### src/sv/rdmc_pkg.sv
// Shared types, constants and a helper function for the maze carver.
package rdmc_pkg;

  localparam int MAX_ROWS_DEF = 16;
  localparam int MAX_COLS_DEF = 16;

  localparam int RAND_W      = 32;
  localparam int CFG_W       = 5;
  localparam int CFG_IDX_W   = 1;
  localparam int COORD_OUT_W = 4;

  localparam logic [CFG_W-1:0] CFG_COUNT_RESET = 5'd16;

  localparam logic [CFG_IDX_W-1:0] CFG_ROW_COUNT = 1'd0;
  localparam logic [CFG_IDX_W-1:0] CFG_COL_COUNT = 1'd1;

  typedef enum logic [1:0] {
    DIR_UP    = 2'd0,
    DIR_RIGHT = 2'd1,
    DIR_DOWN  = 2'd2,
    DIR_LEFT  = 2'd3
  } dir_t;

  typedef struct packed {
    logic [RAND_W-1:0] random_word;
    logic              restart;
  } in_word_t;

  typedef struct packed {
    logic [COORD_OUT_W-1:0] from_row;
    logic [COORD_OUT_W-1:0] from_col;
    logic [1:0]             carve_dir;
    logic [COORD_OUT_W-1:0] to_row;
    logic [COORD_OUT_W-1:0] to_col;
    logic                   done_res;
  } out_word_t;

  // Returns the direction of the n-th set bit of the candidate mask,
  // counting from the up direction.
  function automatic dir_t nth_set(logic [3:0] mask, logic [1:0] n);
    logic [2:0] seen;
    dir_t       sel;
    seen = 3'd0;
    sel  = DIR_UP;
    for (int i = 0; i < 4; i++) begin
      if (mask[i]) begin
        if (seen == {1'b0, n}) begin
          sel = dir_t'(i[1:0]);
        end
        seen = seen + 3'd1;
      end
    end
    return sel;
  endfunction

endpackage

### src/sv/rdmc_in_if.sv
// Valid/ready channel that carries one input word of the maze carver.
interface rdmc_in_if;
  import rdmc_pkg::*;

  logic     valid;
  logic     ready;
  in_word_t data;

  modport source (output valid, output data, input ready);
  modport sink (input valid, input data, output ready);
endinterface

### src/sv/rdmc_out_if.sv
// Valid/ready channel that carries one result word of the maze carver.
interface rdmc_out_if;
  import rdmc_pkg::*;

  logic      valid;
  logic      ready;
  out_word_t data;

  modport source (output valid, output data, input ready);
  modport sink (input valid, input data, output ready);
endinterface

### src/sv/random_dfs_maze_carver_top.sv
// Top level of the randomized depth-first maze carver.
//
// The block carves a perfect maze by depth-first search with an explicit
// stack, starting at the origin cell. Each word accepted on in_ch brings a
// 32-bit random word and a restart flag; each one yields exactly one word on
// out_ch: either the passage just carved (from cell, direction, to cell) or
// a done word once the stack has run empty. The user must write row_count
// and col_count (cfg_we/cfg_index/cfg_wdata) only while the block is idle;
// the block itself does not enforce it.
//
// One shared neighbor unit computes neighbor coordinates and the
// visited-store address, one direction per cycle. A carve without pops runs
// through the accept, the scan of the four directions, the carve and the
// hand-off to the output register; every popped cell adds a scan and a stack
// read. A restart first runs a clearing pass over all MAX_ROWS*MAX_COLS
// cells of the visited store (256 at the defaults). The same clearing pass
// runs right after reset, during which in_ch is not ready. The result sits
// in an output register, so a new word is accepted while the previous result
// waits; a stalled receiver only holds up the next hand-off to that register.
module random_dfs_maze_carver_top #(
  parameter int MAX_ROWS = rdmc_pkg::MAX_ROWS_DEF,
  parameter int MAX_COLS = rdmc_pkg::MAX_COLS_DEF
) (
  input  logic                          clk,
  input  logic                          rst_n,
  rdmc_in_if.sink                       in_ch,
  rdmc_out_if.source                    out_ch,
  input  logic                          cfg_we,
  input  logic [rdmc_pkg::CFG_IDX_W-1:0] cfg_index,
  input  logic [rdmc_pkg::CFG_W-1:0]     cfg_wdata
);
  import rdmc_pkg::*;

  localparam int CELLS = MAX_ROWS * MAX_COLS;
  localparam int AW    = $clog2(CELLS);
  localparam int SDW   = $clog2(CELLS + 1);
  localparam int RW    = $clog2(MAX_ROWS);
  localparam int CLW   = $clog2(MAX_COLS);
  localparam int RCW   = $clog2(MAX_ROWS + 1);
  localparam int CCW   = $clog2(MAX_COLS + 1);

  // Result word of a finished maze: only the done flag is set.
  localparam out_word_t DONE_WORD = '{from_row: '0, from_col: '0, carve_dir: '0,
                                      to_row: '0, to_col: '0, done_res: 1'b1};

  typedef enum logic [2:0] {
    ST_CLEAR,
    ST_IDLE,
    ST_SCAN,
    ST_POP,
    ST_CARVE,
    ST_EMIT
  } state_t;

  state_t            state_r;
  logic [CFG_W-1:0]  row_cfg_r;
  logic [CFG_W-1:0]  col_cfg_r;
  logic [AW-1:0]     clr_idx_r;
  logic              pending_r;
  logic [RAND_W-1:0] word_r;
  logic [SDW-1:0]    depth_r;
  logic [RW-1:0]     top_row_r;
  logic [CLW-1:0]    top_col_r;
  logic [2:0]        scan_idx_r;
  logic              nb_ok_r;
  logic [3:0]        cand_r;
  logic [1:0]        pick_r;
  out_word_t         res_r;
  logic              out_valid_r;
  out_word_t         out_data_r;

  logic              vis_rd_r;
  logic [RW+CLW-1:0] stk_rd_r;

  logic vis_mem [CELLS];
  logic [RW+CLW-1:0] stk_mem [CELLS];

  // Effective grid size: zero counts as one, anything above the maximum
  // counts as the maximum.
  logic [RCW-1:0] rows_eff;
  logic [CCW-1:0] cols_eff;

  always_comb begin
    if (row_cfg_r == '0) begin
      rows_eff = RCW'(1);
    end else if (32'(row_cfg_r) > 32'(MAX_ROWS)) begin
      rows_eff = RCW'(MAX_ROWS);
    end else begin
      rows_eff = RCW'(row_cfg_r);
    end
    if (col_cfg_r == '0) begin
      cols_eff = CCW'(1);
    end else if (32'(col_cfg_r) > 32'(MAX_COLS)) begin
      cols_eff = CCW'(MAX_COLS);
    end else begin
      cols_eff = CCW'(col_cfg_r);
    end
  end

  // Shared neighbor unit. During the scan it walks the four directions in
  // order; during the carve it serves the chosen direction.
  dir_t           carve_dir;
  dir_t           nb_dir;
  logic [RCW-1:0] nb_row_w;
  logic [CCW-1:0] nb_col_w;
  logic           nb_step_ok;
  logic           nb_ok;
  logic [AW-1:0]  nb_addr;

  assign carve_dir = nth_set(cand_r, pick_r);

  always_comb begin
    nb_dir     = (state_r == ST_CARVE) ? carve_dir : dir_t'(scan_idx_r[1:0]);
    nb_row_w   = RCW'(top_row_r);
    nb_col_w   = CCW'(top_col_r);
    nb_step_ok = 1'b1;
    unique case (nb_dir)
      DIR_UP: begin
        nb_step_ok = (top_row_r != '0);
        nb_row_w   = RCW'(top_row_r) - RCW'(1);
      end
      DIR_RIGHT: begin
        nb_col_w = CCW'(top_col_r) + CCW'(1);
      end
      DIR_DOWN: begin
        nb_row_w = RCW'(top_row_r) + RCW'(1);
      end
      DIR_LEFT: begin
        nb_step_ok = (top_col_r != '0);
        nb_col_w   = CCW'(top_col_r) - CCW'(1);
      end
      default: begin
        nb_step_ok = 1'b0;
      end
    endcase
    nb_ok   = nb_step_ok && (nb_row_w < rows_eff) && (nb_col_w < cols_eff);
    nb_addr = AW'(nb_row_w) * AW'(MAX_COLS) + AW'(nb_col_w);
  end

  // Candidate mask: the read of direction k is registered, so bit k lands
  // while direction k+1 is being read.
  logic       scan_bit;
  logic [3:0] cand_new;
  logic       has_cand;
  logic [1:0] pick_idx;

  always_comb begin
    scan_bit = nb_ok_r && !vis_rd_r;
    cand_new = cand_r;
    if (scan_idx_r != 3'd0) begin
      cand_new = cand_r | (4'(scan_bit) << (scan_idx_r - 3'd1));
    end
  end

  rdmc_pick u_pick (
    .cand_mask (cand_new),
    .rand_word (word_r),
    .has_cand  (has_cand),
    .pick_idx  (pick_idx)
  );

  // Memory write and read ports.
  logic              vis_we;
  logic [AW-1:0]     vis_waddr;
  logic              vis_wdata;
  logic              stk_we;
  logic [AW-1:0]     stk_waddr;
  logic [RW+CLW-1:0] stk_wdata;
  logic [AW-1:0]     stk_raddr;
  logic              stk_room;

  assign stk_room  = (depth_r < SDW'(CELLS));
  assign stk_raddr = AW'(depth_r - SDW'(2));

  always_comb begin
    vis_we    = 1'b0;
    vis_waddr = nb_addr;
    vis_wdata = 1'b1;
    stk_we    = 1'b0;
    stk_waddr = AW'(depth_r);
    stk_wdata = {RW'(nb_row_w), CLW'(nb_col_w)};
    if (state_r == ST_CLEAR) begin
      vis_we    = 1'b1;
      vis_waddr = clr_idx_r;
      vis_wdata = (clr_idx_r == '0);
      stk_we    = (clr_idx_r == '0);
      stk_waddr = '0;
      stk_wdata = '0;
    end else if (state_r == ST_CARVE) begin
      vis_we = 1'b1;
      stk_we = stk_room;
    end
  end

  always_ff @(posedge clk) begin
    if (vis_we) begin
      vis_mem[vis_waddr] <= vis_wdata;
    end
    vis_rd_r <= vis_mem[nb_addr];
  end

  always_ff @(posedge clk) begin
    if (stk_we) begin
      stk_mem[stk_waddr] <= stk_wdata;
    end
    stk_rd_r <= stk_mem[stk_raddr];
  end

  // Handshakes.
  logic in_fire;
  logic out_free;

  assign in_ch.ready  = (state_r == ST_IDLE);
  assign in_fire      = in_ch.valid && (state_r == ST_IDLE);
  assign out_free     = !out_valid_r || out_ch.ready;
  assign out_ch.valid = out_valid_r;
  assign out_ch.data  = out_data_r;

  // Sequencer with the registers it owns.
  always_ff @(posedge clk) begin
    if (!rst_n) begin
      state_r     <= ST_CLEAR;
      clr_idx_r   <= '0;
      pending_r   <= 1'b0;
      depth_r     <= SDW'(1);
      top_row_r   <= '0;
      top_col_r   <= '0;
      scan_idx_r  <= '0;
      cand_r      <= '0;
      out_valid_r <= 1'b0;
      row_cfg_r   <= CFG_COUNT_RESET;
      col_cfg_r   <= CFG_COUNT_RESET;
    end else begin
      if (cfg_we) begin
        unique case (cfg_index)
          CFG_ROW_COUNT: row_cfg_r <= cfg_wdata;
          CFG_COL_COUNT: col_cfg_r <= cfg_wdata;
          default: ;
        endcase
      end

      // In the emit state the flag is owned by the hand-off below.
      if (out_valid_r && out_ch.ready && (state_r != ST_EMIT)) begin
        out_valid_r <= 1'b0;
      end

      unique case (state_r)
        ST_CLEAR: begin
          if (clr_idx_r == AW'(CELLS - 1)) begin
            clr_idx_r  <= '0;
            depth_r    <= SDW'(1);
            top_row_r  <= '0;
            top_col_r  <= '0;
            scan_idx_r <= '0;
            cand_r     <= '0;
            state_r    <= pending_r ? ST_SCAN : ST_IDLE;
            pending_r  <= 1'b0;
          end else begin
            clr_idx_r <= clr_idx_r + AW'(1);
          end
        end

        ST_IDLE: begin
          if (in_fire) begin
            word_r     <= in_ch.data.random_word;
            scan_idx_r <= '0;
            cand_r     <= '0;
            if (in_ch.data.restart) begin
              pending_r <= 1'b1;
              clr_idx_r <= '0;
              state_r   <= ST_CLEAR;
            end else if (depth_r == '0) begin
              res_r   <= DONE_WORD;
              state_r <= ST_EMIT;
            end else begin
              state_r <= ST_SCAN;
            end
          end
        end

        ST_SCAN: begin
          nb_ok_r    <= nb_ok;
          cand_r     <= cand_new;
          scan_idx_r <= scan_idx_r + 3'd1;
          if (scan_idx_r == 3'd4) begin
            if (has_cand) begin
              pick_r  <= pick_idx;
              state_r <= ST_CARVE;
            end else if (depth_r == SDW'(1)) begin
              depth_r <= '0;
              res_r   <= DONE_WORD;
              state_r <= ST_EMIT;
            end else begin
              // Dead end: the cell below the top comes back from the stack
              // memory next cycle.
              depth_r <= depth_r - SDW'(1);
              state_r <= ST_POP;
            end
          end
        end

        ST_POP: begin
          top_row_r  <= stk_rd_r[RW+CLW-1:CLW];
          top_col_r  <= stk_rd_r[CLW-1:0];
          scan_idx_r <= '0;
          cand_r     <= '0;
          state_r    <= ST_SCAN;
        end

        ST_CARVE: begin
          res_r <= '{from_row:  COORD_OUT_W'(top_row_r),
                     from_col:  COORD_OUT_W'(top_col_r),
                     carve_dir: carve_dir,
                     to_row:    COORD_OUT_W'(RW'(nb_row_w)),
                     to_col:    COORD_OUT_W'(CLW'(nb_col_w)),
                     done_res:  1'b0};
          if (stk_room) begin
            depth_r   <= depth_r + SDW'(1);
            top_row_r <= RW'(nb_row_w);
            top_col_r <= CLW'(nb_col_w);
          end
          state_r <= ST_EMIT;
        end

        ST_EMIT: begin
          if (out_free) begin
            out_data_r  <= res_r;
            out_valid_r <= 1'b1;
            state_r     <= ST_IDLE;
          end
        end

        default: begin
          state_r <= ST_IDLE;
        end
      endcase
    end
  end

endmodule

### src/sv/rdmc_pick.sv
// Scales the random word by the number of open neighbors to pick one of them.
module rdmc_pick (
  input  logic [3:0]                cand_mask,
  input  logic [rdmc_pkg::RAND_W-1:0] rand_word,
  output logic                      has_cand,
  output logic [1:0]                pick_idx
);
  import rdmc_pkg::*;

  localparam int PW = RAND_W + 3;

  logic [2:0]    cand_count;
  logic [PW-1:0] product;

  always_comb begin
    cand_count = 3'($countones(cand_mask));
    product    = PW'(rand_word) * PW'(cand_count);
  end

  // The count is at most four, so the top product bit stays clear and the
  // pick always lands below the count.
  assign has_cand = |cand_mask;
  assign pick_idx = product[RAND_W+1:RAND_W];

endmodule
### src/flat_wrapper.sv
// flat-port wrapper written by rule: the top's interface ports become plain ports
module random_dfs_maze_carver_top_flat import rdmc_pkg::*;
#(
  parameter int MAX_ROWS = rdmc_pkg::MAX_ROWS_DEF,
  parameter int MAX_COLS = rdmc_pkg::MAX_COLS_DEF
)
  (clk, rst_n, cfg_we, cfg_index, cfg_wdata, in_ch_valid, in_ch_data, in_ch_ready, out_ch_valid, out_ch_data, out_ch_ready);
  rdmc_in_if in_ch_i ();
  rdmc_out_if out_ch_i ();
  input  logic clk;
  input  logic rst_n;
  input  logic cfg_we;
  input  logic [rdmc_pkg::CFG_IDX_W-1:0] cfg_index;
  input  logic [rdmc_pkg::CFG_W-1:0] cfg_wdata;
  input wire logic [$bits(in_ch_i.valid)-1:0] in_ch_valid;
  input wire logic [$bits(in_ch_i.data)-1:0] in_ch_data;
  output wire logic [$bits(in_ch_i.ready)-1:0] in_ch_ready;
  output wire logic [$bits(out_ch_i.valid)-1:0] out_ch_valid;
  output wire logic [$bits(out_ch_i.data)-1:0] out_ch_data;
  input wire logic [$bits(out_ch_i.ready)-1:0] out_ch_ready;
  assign in_ch_i.valid = in_ch_valid;
  assign in_ch_i.data = in_ch_data;
  assign in_ch_ready = in_ch_i.ready;
  assign out_ch_valid = out_ch_i.valid;
  assign out_ch_data = out_ch_i.data;
  assign out_ch_i.ready = out_ch_ready;
  random_dfs_maze_carver_top #(.MAX_ROWS(MAX_ROWS), .MAX_COLS(MAX_COLS)) u_core (.clk(clk), .rst_n(rst_n), .in_ch(in_ch_i), .out_ch(out_ch_i), .cfg_we(cfg_we), .cfg_index(cfg_index), .cfg_wdata(cfg_wdata));
endmodule
### config.mk
export PLATFORM = sky130hd
export DESIGN_NAME = random_dfs_maze_carver_top_flat
export DESIGN_NICKNAME = d
export VERILOG_FILES = /design/src/sv/rdmc_pkg.sv /design/src/sv/rdmc_in_if.sv /design/src/sv/rdmc_out_if.sv /design/src/sv/random_dfs_maze_carver_top.sv /design/src/sv/rdmc_pick.sv /design/src/flat_wrapper.sv
export SDC_FILE = /design/constraint.sdc
export NUM_CORES = 2
export LEC_CHECK = 0
export BUFFER_PORTS_ARGS = -buffer_cell sky130_fd_sc_hd__buf_4
export CORE_MARGIN = 1
export CORE_UTILIZATION = 40
export DETAILED_ROUTE_END_ITERATION = 7
export GPL_ROUTABILITY_DRIVEN = 1
export PLACE_DENSITY = 0.6
export SLEW_MARGIN = 15
export SYNTH_ARGS = -nofsm -noshare
export SYNTH_HDL_FRONTEND = slang
export SYNTH_HIERARCHICAL = 1
export SYNTH_SLANG_ARGS = --single-unit
### constraint.sdc
create_clock -name clk -period 13.8 [get_ports clk]
set_input_delay 2.76 -clock clk [delete_from_list [all_inputs] [get_ports clk]]
set_output_delay 2.76 -clock clk [all_outputs]
set_load 0.02 [all_outputs]
# Yosys cells after proc, flatten, opt, wreduce, memory -nomap -nowiden
# Memories as Yosys holds them, arrays and structs flattened. A register that Yosys moved wholly into a read port is not among the register bits.
# Cells that the tools add are included.
# op_classes
muxes	74
n_reduce_logical	37
n_shift	1
bitwise	2
multipliers	1
n_addsub	16
n_eq_ne	25
n_lt_le_gt_ge	5
# ops
operator	count
19-bit two-way mux	6
19-bit one-hot mux with 3 select lines	1
8-bit two-way mux	6
9-bit two-way mux	5
3-bit two-way mux	12
32-bit by 3-bit multiplier with 34-bit output	1
9-bit one-hot mux with 3 select lines	1
4-bit one-hot mux with 3 select lines	2
4-bit two-way mux	5
5-bit two-way mux	4
5-bit one-hot mux with 2 select lines	2
3-bit one-hot mux with 6 select lines	1
1-bit two-way mux	17
4-bit one-hot mux with 4 select lines	1
8-bit one-hot mux with 2 select lines	1
3-bit AND reduction	5
2-bit two-way mux	7
2-bit by 1-bit inequality test with 1-bit output, second input constant	6
3-bit one-hot mux with 4 select lines	1
4-bit AND reduction	3
3-bit nonzero test	4
4-bit nonzero test	3
4-bit by 1-bit adder with 5-bit output, second input constant	2
5-bit > comparator, second input constant	2
41 further kinds	63
# word_totals
mem_bits_rw	2304
regBits	120
memories	2
out_inout_bits	21
# memory_table
name	depth	width	rd	rd_clocked_by_memory_dff	write_ports	line	source
u_core.stk_mem	256	8	1	1	1	random_dfs_maze_carver_top.sv:76	logic [RW+CLW-1:0] stk_mem [CELLS];
u_core.vis_mem	256	1	1	1	1	random_dfs_maze_carver_top.sv:75	logic vis_mem [CELLS];

# Longest topological paths before layout
# depth
depth_word	14
depth_mapped	25
mapped_depth_nobuf	22

# Cells and area by module
# Netlist, hierarchy kept.
# modules_own_cells
mod	cells_each	area_per_inst_um2	instances
random_dfs_maze_carver_top	5163	98304.3	1
rdmc_pick	305	2120.8	1

# Least setup slack after synthesis
# No wires, ideal clock.
# synth_timing
path_kind	register to register
start	reg u_core.cand_r[0]
end	mem u_core/stk_mem[0][1] (netlist name), data pin
required_ps	12223
path_slack_ps	1375
arrival_time_ps	10848
period_less_slack_ps	12425
setup_ps	1577
path_stages_with_launch	19
path_cell_list	dfxtp_1 > inv_1 > ha_1 > xor2_1 > o2111ai_1 > o41a_1 > a21oi_2 > buf_4 > buf_6 > buf_4 > buf_2 > ha_1 > fa_1 > clkbuf_1 > o211ai_1 > clkbuf_1 > clkbuf_1 > clkbuf_1 > a21oi_1
# synth_via
elab_chain_cells	12
# synth_lines
element	line	source
start, declared	random_dfs_maze_carver_top.sv:66	logic [3:0] cand_r;
start signal, assigned	random_dfs_maze_carver_top.sv:283	cand_r <= cand_new;
1-bit two-way mux (*)	rdmc_pkg.sv:46	if (mask[i]) begin
1-bit by 1-bit adder with 2-bit output or 1-bit by 2-bit equality test with 1-bit output (tied branches)	rdmc_pkg.sv:50, rdmc_pkg.sv:47	
3-bit two-way mux or 1-bit two-way mux (tied branches)	rdmc_pkg.sv:46, rdmc_pkg.sv:47	
3-bit by 1-bit adder with 3-bit output (tied with other cells)	rdmc_pkg.sv:50	seen = seen + 3'd1;
3-bit two-way mux or 2-bit two-way mux (tied branches)	rdmc_pkg.sv:46, rdmc_pkg.sv:47	
3-bit by 2-bit equality test with 1-bit output or 2-bit two-way mux (tied branches)	rdmc_pkg.sv:47, rdmc_pkg.sv:46	
2-bit two-way mux	rdmc_pkg.sv:47	if (seen == {1'b0, n}) begin
2-bit two-way mux (*)	rdmc_pkg.sv:46	
2-bit two-way mux (*)	random_dfs_maze_carver_top.sv:113	nb_dir = (state_r == ST_CARVE) ? carve_dir : dir_t'(scan_idx_r[1:0]);
2-bit equality test or 2-bit by 1-bit equality test with 1-bit output (tied branches)	random_dfs_maze_carver_top.sv:117	unique case (nb_dir)
5-bit one-hot mux with 2 select lines (*)	random_dfs_maze_carver_top.sv:117	
8-bit two-way mux (*)	random_dfs_maze_carver_top.sv:182	if (state_r == ST_CLEAR) begin
named net u_core.stk_wdata[1]	random_dfs_maze_carver_top.sv:168	logic [RW+CLW-1:0] stk_wdata;
end, declared	random_dfs_maze_carver_top.sv:76	
# Mark *: on every way through the listed nets, which the timed path passes. The rest lies on a longest branch.

# Worst setup path in the final report
# layout_timing
start	reg u_core.state_r[2]
end	reg u_core.vis_rd_r, read port of u_core.vis_mem
# layout_via
elab_chain_cells	5
# layout_lines
element	line	source
start, declared	random_dfs_maze_carver_top.sv:55	state_t state_r;
start signal, assigned	random_dfs_maze_carver_top.sv:256	state_r <= pending_r ? ST_SCAN : ST_IDLE;
3-bit equality test (*)	random_dfs_maze_carver_top.sv:113	
2-bit two-way mux (*)	random_dfs_maze_carver_top.sv:113	
2-bit equality test (tied with other cells)	random_dfs_maze_carver_top.sv:117	
5-bit one-hot mux with 2 select lines	random_dfs_maze_carver_top.sv:117	
8-bit by 5-bit adder with 8-bit output (*)	random_dfs_maze_carver_top.sv:137	nb_addr = AW'(nb_row_w) * AW'(MAX_COLS) + AW'(nb_col_w);
end, declared	random_dfs_maze_carver_top.sv:72	logic vis_rd_r;
# Every way passes the cells marked *; elsewhere a longest branch is shown, timed or not.
# A chain may end at the register's enable or synchronous reset.

==> impl_metrics.tcl <==
set metrics [dict create \
    status "finished, final reports clean" \
    wl_um 251000 \
    grt_max_degree 132 \
    hold_viol 0 \
    critPathSlowestCell "a21oi_1" \
    fin_ws_ns 6.73 \
    place_congestion 0.870 \
    finalSetupViolCount 0 \
    netlist_instances 5468 \
    synth-edff-count 2377 \
    cp_top_family "compound AO/OA/AOI/OAI gates" \
    max_cap_viol_count 0 \
    cts_tree "yes" \
    ys_ff_latch 2433 \
    cts_resized 0 \
    die_x_um 503 \
    routedWlPerCell_um 27.7 \
    ir_worst_vdd_mv 0.140 \
    drc 0 \
    cts_hold_buf 0 \
    crit_chain "nor3b_2, clkinv_1, buf_4, a21oi_1, a21o_1, ha_1, ha_1, a21o_1, a21oi_1, xor2_1, o2111ai_1, a21oi_1, a221oi_1, a221o_1, a41oi_1, a221o_1" \
    power_frac_seq 0.553 \
    power.density_nw_per_um2 129 \
    gr-total-overflow 0 \
    ys_types 82 \
    switching_share 0.198 \
    synth-seq-area-share 0.722 \
    power_uw 14500 \
    clock_path_buffers 3 \
    synth_area_per_cell_um2 18.4 \
    synth_fa_ha_area_frac 0.0148 \
    core_um2 249000 \
    n_fill_cell 21400 \
    antenna_found_initial 3 \
    max_clock_freq_mhz 141 \
    clk_pin_slew_ns 0.06 \
    utilization 0.451 \
    holdWs_ns 0.409 \
    ys.flop_type "edfxtp_1" \
    clockRootBuffer "clkbuf_16" \
    drt_iter0_drc 6279 \
    track_usage 0.197 \
    clock_sinks 2433 \
    maxSlewViolCount 0 \
    path_buf_inv 2 \
    ys_warn_count 6 \
    dieArea_um2 253000 \
    place_worst_setup_slack_ns 6.97 \
    slew_headroom 0.191 \
    crit_required_ns 14.58 \
    rows 183 \
    finalNetCount 5665 \
    cp_max_fo 25 \
    syn_nets 5611 \
    arrival_ns 7.85 \
    synth_compound_area_frac 0.0331 \
    min_path_type "reg -> reg" \
    muxShareOfSynthArea 0.161 \
    path_class "reg -> reg" \
    insertion_delay_ns 0.87 \
    avgViaCountPerCell 5.82 \
    syn_to_final_growth_pct 12.0 \
    place_hpwl_um 151000 \
    critPathMostFrequentCell "a21oi_1" \
    drive_gt1_frac 0.214 \
    num_io_pins 65 \
    drt_first_pass_iters 6 \
    io_buffers 64 \
    synth_xor_area_frac 0.00279 \
    cts-htree-levels 4 \
    layout_commonest_cell "edfxtp_1" \
    grt_pass1_vias 51700 \
    die_y_um 503 \
    async_flop_share 0 \
    start_util 0.403 \
    yosys.area_share.simple 0.0502 \
    synth_area_um2 100000 \
    p_sw_uw 2870 \
    detail-route-antenna-nets 0 \
    finalCriticalPeriod_ns 7.07 \
    mostFrequentLayoutCells "edfxtp_1 (2,377), mux4_2 (649), nor2_1 (631), nand2_1 (255), clkbuf_16 (231)" \
    grt_pass1_wl_um 364000 \
    cts_setup_buffers 0 \
    synth_top_family_by_area "multiplexers" \
    startpoint_type "flip-flop" \
    power.leakage_uw 0.0365 \
    power.share.combinational 0.006 \
    period_share 0.512 \
    fin_skew_ns 0.0404 \
    cts_buffers 231 \
    rsz0062_at_grt "false" \
    max_stage_delay_ns 1.04 \
    p_clk_frac 0.440 \
    tightest_slew_ns 1.21 \
    num_vias 52700 \
    endpoint_kind "flip-flop" \
    tns_ns 0 \
    internal-power_uw 11600 \
]
power by group through the flow:
stage | Combinational (uW) | Sequential, uW | Clock, uW
6_report | 94.1 | 8030 | 6390
5_1_grt | 98.8 | 8030 | 6790
4_1_cts | 92.1 | 8030 | 6520
3_5_place_dp | 91.7 | 8190 | 0
3_3_place_gp | 89.8 | 8190 | 0
2_1_floorplan | 43.5 | 8200 | 0
layout make-up:
cell class	instances	area, um^2	area share
Timing Repair Buffer	154	1310	0.0116
Inverter	98	368	0.00327
Antenna cell	1	2.50	0.0000222
Tap cell	3330	4170	0.0370
Clock buffer	273	5940	0.0528
Sequential cell	2433	72500	0.645
Clock inverter	161	1710	0.0152
Multi-Input combinational cell	2604	26500	0.235
cell families after synthesis:
group                    count (synthesis)
flip-flops                            2433
AND/OR/NAND/NOR                       1179
multiplexers                           794
AO/OA/AOI/OAI                          500
buffers and inverters                  431
adder cells (fa/ha/maj)                 99
XOR/XNOR                                32
cells in the mapped netlist, types with 17 or more instances:
cell | count | area, um^2
o21ai_0 | 51 | 255
mux2_2 | 25 | 282
edfxtp_1 | 2377 | 71400
buf_2 | 27 | 135
mux2i_1 | 117 | 1170
nor3_1 | 64 | 320
o221ai_1 | 21 | 184
a21oi_1 | 127 | 636
nand3_1 | 45 | 225
buf_1 | 77 | 289
nor2b_1 | 55 | 344
ha_1 | 66 | 826
dfxtp_1 | 56 | 1120
a211oi_1 | 61 | 458
inv_1 | 95 | 357
clkbuf_1 | 224 | 841
and2_1 | 17 | 106
nand2_1 | 256 | 961
mux4_2 | 649 | 14600
xnor2_1 | 17 | 149
o22ai_1 | 123 | 769
fa_1 | 33 | 661
nor2_1 | 640 | 2400
state kept, by name (all words and copies together) (netlist names), 8 cells and up:
signal	flops
u_core/vis_mem	256
u_core/stk_mem	2048
u_core/depth_r	9
u_core/out_ch.data	19
u_core/word_r	32
u_core/stk_rd_r	8
u_core/res_r	19
u_core/clr_idx_r	8
metal layers:
layer / vias to the layer above / track usage / wire length (um)
met2: 2167 / 0.307 / 118000
met4: 0 / 0.0461 / 5520
li1: 22100 / - / -
met1: 28100 / 0.288 / 108000
met5: - / 0 / 0
met3: 324 / 0.0333 / 19200
per-stage QoR:
step | std cells | instance area (um^2)
CTS | 9051 | 112000
global placement | 8617 | 105000
finish | 9054 | 112000
floorplan | 5468 | 100000
global route | 9053 | 112000
detailed placement | 8617 | 105000
final timing paths:
| check | cells after the start | slack (ns) | startpoint | end |
|---|---|---|---|---|
| worst min register to register | 0 | 0.41 | u_core/res_r[17]$_SDFFCE_PP0P_ | u_core/out_ch.data[17]$_DFFE_PP_ |
| worst max register to register | 16 | 6.73 | u_core/state_r[2]$_SDFFE_PN0P_ | u_core/vis_rd_r$_DFF_P_ |
| worst max-delay path | 16 | 6.73 | u_core/state_r[2]$_SDFFE_PN0P_ | u_core/vis_rd_r$_DFF_P_ |
| worst min-delay path | 0 | 0.41 | u_core/res_r[17]$_SDFFCE_PP0P_ | u_core/out_ch.data[17]$_DFFE_PP_ |
Note: power is estimated with default switching activity, not from simulation.
